--- config.mk ---
export PLATFORM = sky130hd
export DESIGN_NAME = murmur3_32_stream_hash
export DESIGN_NICKNAME = d
export VERILOG_FILES = /design/src/rtl/mm3h_pkg.sv /design/src/rtl/murmur3_32_stream_hash.sv /design/src/rtl/mm3h_datapath.sv /design/src/rtl/mm3h_ctrl.sv
export SDC_FILE = /design/constraint.sdc
export NUM_CORES = 2
export LEC_CHECK = 0
export ABC_CLOCK_PERIOD_IN_PS = 8800
export BUFFER_PORTS_ARGS = -buffer_cell sky130_fd_sc_hd__buf_2
export CAP_MARGIN = 20
export CORE_ASPECT_RATIO = 0.75
export CORE_UTILIZATION = 65
export DETAILED_ROUTE_END_ITERATION = 7
export PLACE_DENSITY = 0.81
export SETUP_SLACK_MARGIN = 0.05
export SLEW_MARGIN = 20
export SYNTH_ARGS = -nofsm -noshare
export SYNTH_HDL_FRONTEND = slang
export SYNTH_SLANG_ARGS = --single-unit
--- constraint.sdc ---
create_clock -name clk -period 8.8 [get_ports clk]
set_clock_uncertainty 0.15 [all_clocks]
set_input_delay 1.32 -clock clk [delete_from_list [all_inputs] [get_ports clk]]
set_output_delay 1.32 -clock clk [all_outputs]
set_load 0.005 [all_outputs]
--- src/rtl/mm3h_pkg.sv ---
package mm3h_pkg;

	// Mixing and finalization constants
	localparam logic [31:0] MIX_C1 = 32'hcc9e2d51;
	localparam logic [31:0] MIX_C2 = 32'h1b873593;
	localparam logic [31:0] MIX_N  = 32'he6546b64;
	localparam logic [31:0] FIN_M1 = 32'h85ebca6b;
	localparam logic [31:0] FIN_M2 = 32'hc2b2ae35;

	localparam logic [2:0] WORD_BYTES = 3'd4;

	// Controller states
	typedef enum logic [2:0] {
		ST_IDLE,
		ST_MUL1,
		ST_MUL2,
		ST_HUPD,
		ST_FIN1,
		ST_FIN2,
		ST_FIN3
	} state_t;

	// Datapath commands, one step each
	typedef struct packed {
		logic load;
		logic new_msg;
		logic mul1;
		logic mul2;
		logic hupd;
		logic fin1;
		logic fin2;
		logic fin3;
	} dp_cmd_t;

	// Datapath status
	typedef struct packed {
		logic last;
	} dp_sts_t;

endpackage

--- src/rtl/murmur3_32_stream_hash.sv ---
// Channel   Handshake                Payload
// seed      seed_valid/seed_ready    seed[31:0]
// input     in_valid/in_ready        chunk_data[31:0], byte_count[2:0], last
// output    out_valid/out_ready      hash_value[31:0]
//
// A word passes through capture, two scrambler multiplies and a hash update.
// A last word then passes through the finalizer, which shares the 32x32 multiply
// register with the scrambler. The next transaction is taken while a hash waits.
// A finished hash stalls in finalization only while the result register is full.
// arst_n clears control, the seed and the running state; seed writes are always taken.
module murmur3_32_stream_hash (
	input  logic        clk,
	input  logic        arst_n,
	input  logic        seed_valid,
	output logic        seed_ready,
	input  logic [31:0] seed,
	input  logic        in_valid,
	output logic        in_ready,
	input  logic [31:0] chunk_data,
	input  logic [2:0]  byte_count,
	input  logic        last,
	output logic        out_valid,
	input  logic        out_ready,
	output logic [31:0] hash_value
);

	mm3h_pkg::dp_cmd_t cmd;
	mm3h_pkg::dp_sts_t sts;

	assign seed_ready = 1'b1;

	mm3h_ctrl u_ctrl (
		.clk       (clk),
		.arst_n    (arst_n),
		.in_valid  (in_valid),
		.in_ready  (in_ready),
		.out_valid (out_valid),
		.out_ready (out_ready),
		.sts       (sts),
		.cmd       (cmd)
	);

	mm3h_datapath u_datapath (
		.clk        (clk),
		.arst_n     (arst_n),
		.cmd        (cmd),
		.sts        (sts),
		.seed_wr    (seed_valid && seed_ready),
		.seed       (seed),
		.chunk_data (chunk_data),
		.byte_count (byte_count),
		.last       (last),
		.hash_value (hash_value)
	);

endmodule

--- src/rtl/mm3h_datapath.sv ---
module mm3h_datapath (
	input  logic                clk,
	input  logic                arst_n,
	input  mm3h_pkg::dp_cmd_t   cmd,
	output mm3h_pkg::dp_sts_t   sts,
	input  logic                seed_wr,
	input  logic [31:0]         seed,
	input  logic [31:0]         chunk_data,
	input  logic [2:0]          byte_count,
	input  logic                last,
	output logic [31:0]         hash_value
);

	localparam logic [2:0] WORD_BYTES_L = mm3h_pkg::WORD_BYTES;

	logic [31:0] seed_q;
	logic [31:0] k_q;
	logic [31:0] h_q;
	logic [31:0] total_q;
	logic        full_q;
	logic        last_q;
	logic [31:0] out_q;

	logic [2:0]  eff_count;
	logic [31:0] byte_mask;
	logic [31:0] h_base;
	logic [31:0] h_mix;
	logic [31:0] h_rot;
	logic [31:0] k_rot;
	logic [31:0] fin_x;

	// Bytes taken from this item: four unless a short last word
	always_comb begin
		if (!last || (byte_count > WORD_BYTES_L))
			eff_count = WORD_BYTES_L;
		else
			eff_count = byte_count;
	end

	// Keep only the valid tail bytes
	always_comb begin
		case (eff_count)
			3'd0:    byte_mask = 32'h0000_0000;
			3'd1:    byte_mask = 32'h0000_00ff;
			3'd2:    byte_mask = 32'h0000_ffff;
			3'd3:    byte_mask = 32'h00ff_ffff;
			default: byte_mask = 32'hffff_ffff;
		endcase
	end

	// Seed register
	always_ff @(posedge clk or negedge arst_n) begin
		if (!arst_n) begin
			seed_q <= '0;
		end else if (seed_wr) begin
			seed_q <= seed;
		end
	end

	// Hash and byte total, reloaded at message start
	assign h_base = cmd.new_msg ? seed_q : h_q;
	assign h_mix  = h_q ^ k_q;
	assign h_rot  = {h_mix[18:0], h_mix[31:19]};
	assign k_rot  = {k_q[16:0], k_q[31:17]};
	assign fin_x  = (h_q ^ total_q) ^ ((h_q ^ total_q) >> 16);

	always_ff @(posedge clk or negedge arst_n) begin
		if (!arst_n) begin
			h_q     <= '0;
			total_q <= '0;
		end else if (cmd.load) begin
			h_q     <= h_base;
			total_q <= (cmd.new_msg ? 32'd0 : total_q) + {29'd0, eff_count};
		end else if (cmd.hupd) begin
			if (full_q)
				h_q <= {h_rot[29:0], 2'b00} + h_rot + mm3h_pkg::MIX_N;
			else
				h_q <= h_mix;
		end
	end

	// Word scrambler and finalizer share one multiplier register
	always_ff @(posedge clk) begin
		if (cmd.load) begin
			k_q    <= chunk_data & byte_mask;
			full_q <= (eff_count == WORD_BYTES_L);
			last_q <= last;
		end else if (cmd.mul1) begin
			k_q <= k_q * mm3h_pkg::MIX_C1;
		end else if (cmd.mul2) begin
			k_q <= k_rot * mm3h_pkg::MIX_C2;
		end else if (cmd.fin1) begin
			k_q <= fin_x * mm3h_pkg::FIN_M1;
		end else if (cmd.fin2) begin
			k_q <= (k_q ^ (k_q >> 13)) * mm3h_pkg::FIN_M2;
		end
	end

	// Result register
	always_ff @(posedge clk) begin
		if (cmd.fin3) begin
			out_q <= k_q ^ (k_q >> 16);
		end
	end

	assign sts.last   = last_q;
	assign hash_value = out_q;

endmodule

--- src/rtl/mm3h_ctrl.sv ---
module mm3h_ctrl (
	input  logic                clk,
	input  logic                arst_n,
	input  logic                in_valid,
	output logic                in_ready,
	output logic                out_valid,
	input  logic                out_ready,
	input  mm3h_pkg::dp_sts_t   sts,
	output mm3h_pkg::dp_cmd_t   cmd
);

	mm3h_pkg::state_t state_q;
	mm3h_pkg::state_t state_d;
	logic             msg_start_q;
	logic             out_valid_q;
	logic             out_load;

	// Result register is free, or being drained this cycle
	assign out_load = (state_q == mm3h_pkg::ST_FIN3) && (!out_valid_q || out_ready);

	// Next state
	always_comb begin
		state_d = state_q;
		case (state_q)
			mm3h_pkg::ST_IDLE: begin
				if (in_valid)
					state_d = mm3h_pkg::ST_MUL1;
			end
			mm3h_pkg::ST_MUL1: state_d = mm3h_pkg::ST_MUL2;
			mm3h_pkg::ST_MUL2: state_d = mm3h_pkg::ST_HUPD;
			mm3h_pkg::ST_HUPD: begin
				state_d = sts.last ? mm3h_pkg::ST_FIN1 : mm3h_pkg::ST_IDLE;
			end
			mm3h_pkg::ST_FIN1: state_d = mm3h_pkg::ST_FIN2;
			mm3h_pkg::ST_FIN2: state_d = mm3h_pkg::ST_FIN3;
			mm3h_pkg::ST_FIN3: begin
				if (out_load)
					state_d = mm3h_pkg::ST_IDLE;
			end
			default: state_d = mm3h_pkg::ST_IDLE;
		endcase
	end

	// Outputs and datapath commands
	always_comb begin
		cmd      = '0;
		in_ready = 1'b0;
		case (state_q)
			mm3h_pkg::ST_IDLE: begin
				in_ready    = 1'b1;
				cmd.load    = in_valid;
				cmd.new_msg = msg_start_q;
			end
			mm3h_pkg::ST_MUL1: cmd.mul1 = 1'b1;
			mm3h_pkg::ST_MUL2: cmd.mul2 = 1'b1;
			mm3h_pkg::ST_HUPD: cmd.hupd = 1'b1;
			mm3h_pkg::ST_FIN1: cmd.fin1 = 1'b1;
			mm3h_pkg::ST_FIN2: cmd.fin2 = 1'b1;
			mm3h_pkg::ST_FIN3: cmd.fin3 = out_load;
			default: cmd = '0;
		endcase
	end

	// State, message start flag and result valid
	always_ff @(posedge clk or negedge arst_n) begin
		if (!arst_n) begin
			state_q     <= mm3h_pkg::ST_IDLE;
			msg_start_q <= 1'b1;
			out_valid_q <= 1'b0;
		end else begin
			state_q <= state_d;
			if (cmd.load)
				msg_start_q <= 1'b0;
			else if (cmd.hupd && sts.last)
				msg_start_q <= 1'b1;
			if (out_load)
				out_valid_q <= 1'b1;
			else if (out_ready)
				out_valid_q <= 1'b0;
		end
	end

	assign out_valid = out_valid_q;

	// An accepted transaction always starts the scrambler
	a_accept_mul1: assert property (@(posedge clk) disable iff (!arst_n)
		(in_valid && in_ready) |=> (state_q == mm3h_pkg::ST_MUL1))
		else $error("accepted transaction did not start mixing");

	// A finished hash waits while the result register is still full
	a_fin_hold: assert property (@(posedge clk) disable iff (!arst_n)
		(state_q == mm3h_pkg::ST_FIN3 && out_valid_q && !out_ready)
		|=> (state_q == mm3h_pkg::ST_FIN3))
		else $error("result overwritten while pending");

	// Body word returns to idle, last word goes to finalization
	a_body_idle: assert property (@(posedge clk) disable iff (!arst_n)
		(state_q == mm3h_pkg::ST_HUPD && !sts.last) |=> (state_q == mm3h_pkg::ST_IDLE))
		else $error("body word did not return to idle");

	// End of a message arms the seed reload
	a_msg_rearm: assert property (@(posedge clk) disable iff (!arst_n)
		(state_q == mm3h_pkg::ST_HUPD && sts.last) |=> msg_start_q)
		else $error("message start not rearmed");

endmodule

; Yosys cells after proc, flatten, opt, wreduce, memory -nomap -nowiden
; Index checks and enable logic that the tools add are counted.
[classes]
muxes = 28
n_bitwise = 6
n_eq_ne = 13
n_addsub = 3
order_cmp = 1
mul = 4
reduce_logical = 14
[ops]
columns = op, n
row1 = 32-bit 2-to-1 mux, 10
row2 = 32-bit case mux with 4 select lines, 1
row3 = 32-bit by 31-bit multiplier with 32-bit output (second input constant), 2
row4 = 32-bit by 16-bit bitwise XOR with 32-bit output, 2
row5 = 32-bit bitwise XOR, 2
row6 = 32-bit by 3-bit adder with 32-bit output, 1
row7 = 32-bit adder, 1
row8 = 32-bit adder (second input constant), 1
row9 = 32-bit AND, 1
row10 = 32-bit by 29-bit multiplier with 32-bit output (second input constant), 1
row11 = 32-bit by 32-bit multiplier with 32-bit output (second input constant), 1
row12 = 32-bit by 19-bit bitwise XOR with 32-bit output, 1
row13 = 3-bit case mux with 7 select lines, 1
row14 = 3-bit by 2-bit equality test with 1-bit output (second input constant), 4
row15 = 3-bit equality test (second input constant), 4
row16 = 3-bit 2-to-1 mux, 4
row17 = 1-bit 2-to-1 mux, 11
row18 = 3-bit by 1-bit equality test with 1-bit output (second input constant), 2
row19 = 3-bit logical NOT, 2
row20 = 2-bit nonzero test, 3
row21 = 5-bit nonzero test, 1
row22 = 2-bit by 1-bit inequality test with 1-bit output (second input constant), 2
row23 = 2-bit AND reduction, 2
row24 = 3-bit greater-than comparator (second input constant), 1
row25 = other kinds (5), 8
[totals]
ff_bits = 167
output_inout_bits = 35
wordCells = 79

; Logic depth before layout (Yosys ltp)
[logic_depth]
word_depth = 7
ltp_mapped = 28
depth_no_buf = 27

; Cells and area by module
; Synthesis repeated with hierarchy kept, for this count alone.
[unflattened]
cells_unflattened = 4423
hier_area_um2 = 43684.4
[by_module_without_submodules]
columns = mod, area_per_inst_um2, n_inst, cells_each
row1 = mm3h_datapath, 43370.3, 1, 4390
row2 = mm3h_ctrl, 302.8, 1, 31
row3 = murmur3_32_stream_hash, 11.3, 1, 2

; Worst setup path after synthesis
; OpenSTA, ideal clock, no wires.
[synth_timing]
path_kind = flip-flop to flip-flop
startpoint = register u_datapath.k_q[20]
endpoint = register u_datapath.k_q[31] (data pin)
stages_incl_launch_ff = 26
arrival_time_ps = 7571
period_less_slack_ps = 7980
required_time_ps = 8391
slack_ps = 820
cell_sequence = edfxtp_1 > xnor2_1 > clkinv_1 > xnor2_1 > inv_1 > fa_1 > fa_1 > fa_1 > inv_1 > fa_1 > fa_1 > fa_1 > inv_1 > fa_1 > inv_1 > ha_1 > a21o_2 > a211o_1 > o32ai_1 > a21oi_2 > a41oi_2 > and4b_4 > o31ai_4 > xnor2_1 > a221o_1 > a211o_1
[synth_between]
elab_chain_len = 7
word_cells_on_any_way = 9
classes_between = mul (3) / mux (5) / bitwise (1)
[synth_rtl]
columns = item, line_no
row1 = from (decl), mm3h_datapath.sv:17  ; logic [31:0] k_q;
row2 = from (signal assigned), mm3h_datapath.sv:85  ; k_q <= chunk_data & byte_mask;
row3 = from (signal assigned), mm3h_datapath.sv:89  ; k_q <= k_q * mm3h_pkg::MIX_C1;
row4 = from (signal assigned), mm3h_datapath.sv:91  ; k_q <= k_rot * mm3h_pkg::MIX_C2;
row5 = 32-bit by 19-bit bitwise XOR with 32-bit output, mm3h_datapath.sv:95  ; k_q <= (k_q ^ (k_q >> 13)) * mm3h_pkg::FIN_M2;
row6 = 32-bit by 31-bit multiplier with 32-bit output, mm3h_datapath.sv:95
row7 = 32-bit 2-to-1 mux, mm3h_datapath.sv:94  ; end else if (cmd.fin2) begin
row8 = 32-bit 2-to-1 mux, mm3h_datapath.sv:92  ; end else if (cmd.fin1) begin
row9 = 32-bit 2-to-1 mux, mm3h_datapath.sv:90  ; end else if (cmd.mul2) begin
row10 = 32-bit 2-to-1 mux (*), mm3h_datapath.sv:88  ; end else if (cmd.mul1) begin
row11 = 32-bit 2-to-1 mux (*), mm3h_datapath.sv:84  ; if (cmd.load) begin
; Every way passes the cells marked *; elsewhere a longest branch is shown, timed or not. The select of a mux whose other input is x is not followed.
; A chain may end at the register's enable or synchronous reset.

; Worst setup path after layout
[layout_timing]
startpoint = register u_datapath.k_q[7]
endpoint = register u_datapath.k_q[31] (data pin)
; The elaborated chain is that of the path after synthesis.

==> metrics.md <==
| Metric | Value |
|---|---|
| Total negative slack | 0 ps |
| Crit path kind | reg -> reg |
| Status | finished clean |
| Port Buffer Count | about 110 |
| Post-route cell area | around 46,000 µm² |
| Most common cell after layout, fill and taps aside | inv_1 |
| Crit-path max cell delay | roughly 570 ps |
| CP Launch Type | flop |
| Max Slew Vio Count | 0 |
| Synth warn | 0 |
| Slew margin rel. | 25.2% |
| All-Layer GR Usage | 42.3% |
| Hold-fix buffers, CTS | 0 |
| DR DRC count | 0 |
| Largest net degree at the start of global routing | 70 |
| EDFF count, synth | 66 |
| Fmax | 0.120 GHz |
| Final-report hold violation count | 0 |
| Max FO, Critical Path | 5 |
| Worst-Skew Late Latency | about 480 ps |
| Placed cell areas | 45,700 µm² |
| Starting Density | 66.4% |
| Gate Count Post-Synth | roughly 4,500 |
| DRT iter0 DRCs | around 3,700 |
| Fill cells | between 4,000 and 5,000 |
| Worst setup EP type | flop |
| Die area | approximately 68,000 µm² |
| CP dominant cell by count | fa_1 |
| Total routed wirelength | approximately 140,000 µm |
| Unrepaired setup endpoints after global routing | false |
| Main flop type after synthesis | dfrtp_1 |
| Worst-Margin Slew | between 1000 and 1500 ps |
| Slowest library cell on the worst path | xnor2_1 |
| Synth area leaders | fa_1 (34%), ha_1 (22%), inv_1 (11%) |
| Seq/Total Area, Yosys | between 10% and 20% |
| Clock Sinks | between 150 and 200 |
| Final min period | 8340 ps |
| Post-CTS sizing | 0 |
| Max cap viols | 0 |
| Initial antenna violation count | 2 |
| Yosys reg bits | 167 |
| DP HPWL | around 120,000 µm |
| Yosys top cell by area | fa_1 |
| Reg clk slew, reported paths | roughly 80 ps |
| CTS Buffer Depth | 2 |
| Synthesized area | between 40,000 and 50,000 µm² |
| Vias | 33,000 |
| Crit path DAT | around 8400 ps |
| Nets@finish | around 6,000 |
| Post-synthesis net count | approximately 6,000 |
| First-pass GRT wire length | between 200,000 and 250,000 µm |
| Ratio of cells with drive above 1 in the final layout | 6.64% |
| Overflow after GRT | 0 |
| Post-synth cell types | just over 90 |
| GPL Wtd Cong | a little over 1 |
| ANT nets after route | 0 |
| Num CTS Buffers | 17 |
| Post-synth ARST share | just over 60% |
| Worst hold path type | reg -> reg |
| Area fraction of the dominant cell type after synthesis | ~34% |
| Vias in the first global route | between 30,000 and 40,000 |
| Commonest non-fill, non-tap cells in the layout | inv_1 (1,227), ha_1 (778), fa_1 (732) |
| Routed len/inst | roughly 25 µm |
| I/O pins | 108 |
| Via-per-instance ratio | ~6 |
| Area added between synthesis and finish | 5.98% |
| Mapped Avg Cell Area | 9.81 µm² |
| Post-CTS setup buffer count | 0 |
| ANT cells | 0 |
| CTS tree | yes |
| Die X | 301 µm |
| Final period utilization | a little over nine tenths |
| Core area | 65,800 µm² |
| Chip height | between 200 and 250 µm |
| Placement Rows | between 80 and 90 |
| CP Data Required Time | approximately 8900 ps |
| H-tree depth | 4 |
| Final setup vio count | 0 |
| First-pass DRT Iterations | 6 |
| Root Buffer | clkbuf_16 |
| Final Util | roughly 70% |
final cells by class:
type,count,area [µm²],share of cell area (%)
Multi-Input combinational cell,2986,34300,74.0
Inverter,1230,4620,9.97
Sequential cell,167,4510,9.74
Timing Repair Buffer,193,1190,2.56
Tap cell,871,1090,2.35
Clock buffer,17,425,0.919
Clock inverter,15,190,0.411
state kept, by name, summed over array words and instances (netlist names):
register,count
u_ctrl.msg_start_q,1
u_ctrl.out_valid,1
u_ctrl.state_q,3
u_datapath.full_q,1
u_datapath.h_q,32
u_datapath.hash_value,32
u_datapath.k_q,32
u_datapath.seed_q,32
u_datapath.sts,1
u_datapath.total_q,32
final timing paths:
check	endpoint	cells after the start	start	slack [ps]
setup / recovery	u_datapath.k_q[31]$_DFFE_PP_	25	u_datapath.k_q[7]$_DFFE_PP_	460
hold / removal	u_datapath.seed_q[26]$_DFFE_PN0P_	1	u_datapath.seed_q[26]$_DFFE_PN0P_	360
setup reg to reg	u_datapath.k_q[31]$_DFFE_PP_	25	u_datapath.k_q[7]$_DFFE_PP_	460
hold reg to reg	u_datapath.seed_q[26]$_DFFE_PN0P_	1	u_datapath.seed_q[26]$_DFFE_PN0P_	360
max in group asynchronous	u_datapath.h_q[24]$_DFFE_PN0P_	2	arst_n	6590
min in group asynchronous	u_datapath.seed_q[17]$_DFFE_PN0P_	1	arst_n	630
synth_stat cells (4+ instances only):
cell and n:
clkbuf_1 53, xnor2_1 235, mux2_2 33, nor4_1 4, o211ai_1 16, buf_2 10
o31a_1 4, nor2_1 131, a221o_1 4, xor2_1 130, a21o_2 4, edfxtp_1 66
a21oi_1 168, fa_1 732, o21ai_0 133, dfrtp_1 100, mux2i_1 16, o21bai_1 20
nand2b_1 22, ha_1 778, nand4_1 13, o21a_1 28, a211oi_1 32, o22ai_1 7
a311oi_1 4, a211o_1 9, a31oi_1 16, a221oi_1 4, and3_1 23, or3_1 23
nor3_1 32, and2_1 14, and4_1 4, or2_2 5, o21ai_1 8, nand3_1 34
nor2b_1 11, o31ai_1 10, a31o_2 7, inv_1 1227, a21o_1 53, nand2_1 138
a21boi_0 6, a22oi_1 13
per-layer routing:
layer	wire (µm)	share of wire, %	track usage [%]
met1	56900	41	59.3
met5	19	0.014	0
met3	19500	14	14.9
met2	56300	40	59.8
met4	6430	4.6	16.2
kinds of logic (layout without fill, tap and decap cells):
logic type / count (synthesis) / after routing / synth area share, %
buffers and inverters: 1300 / 1455 / 11.3
and+or+nand+nor: 469 / 469 / 5.11
adders and majority gates: 1510 / 1510 / 55.8
AOI/OAI and AO/OA: 587 / 587 / 8.71
muxes: 49 / 49 / 1.22
DFF: 167 / 167 / 10.3
xor gates and xnor gates: 370 / 370 / 7.53
other: 1 / 1 / 0.00858
critical path: cells and delay by family (launching register included):
kind                       cells  cell delay (ps)
AOI/OAI and AO/OA              8             1780
DFF                            1              410
and+or+nand+nor                1              290
adders and majority gates      8             3710
buffers and inverters          5              710
xor gates and xnor gates       3             1040
metrics by stage:
step	hold slack [ps]	cells	setup WS [ps]
2_1_floorplan	322	4453	820
3_3_place_gp	335	5447	712
3_5_place_dp	344	5447	611
4_1_cts	366	5479	590
5_1_grt	377	5479	225
6_report	362	5479	457
Power is left out: the tool's default activity adds up to more than one toggle a clock period on the data nets, which glitch-free logic cannot reach.
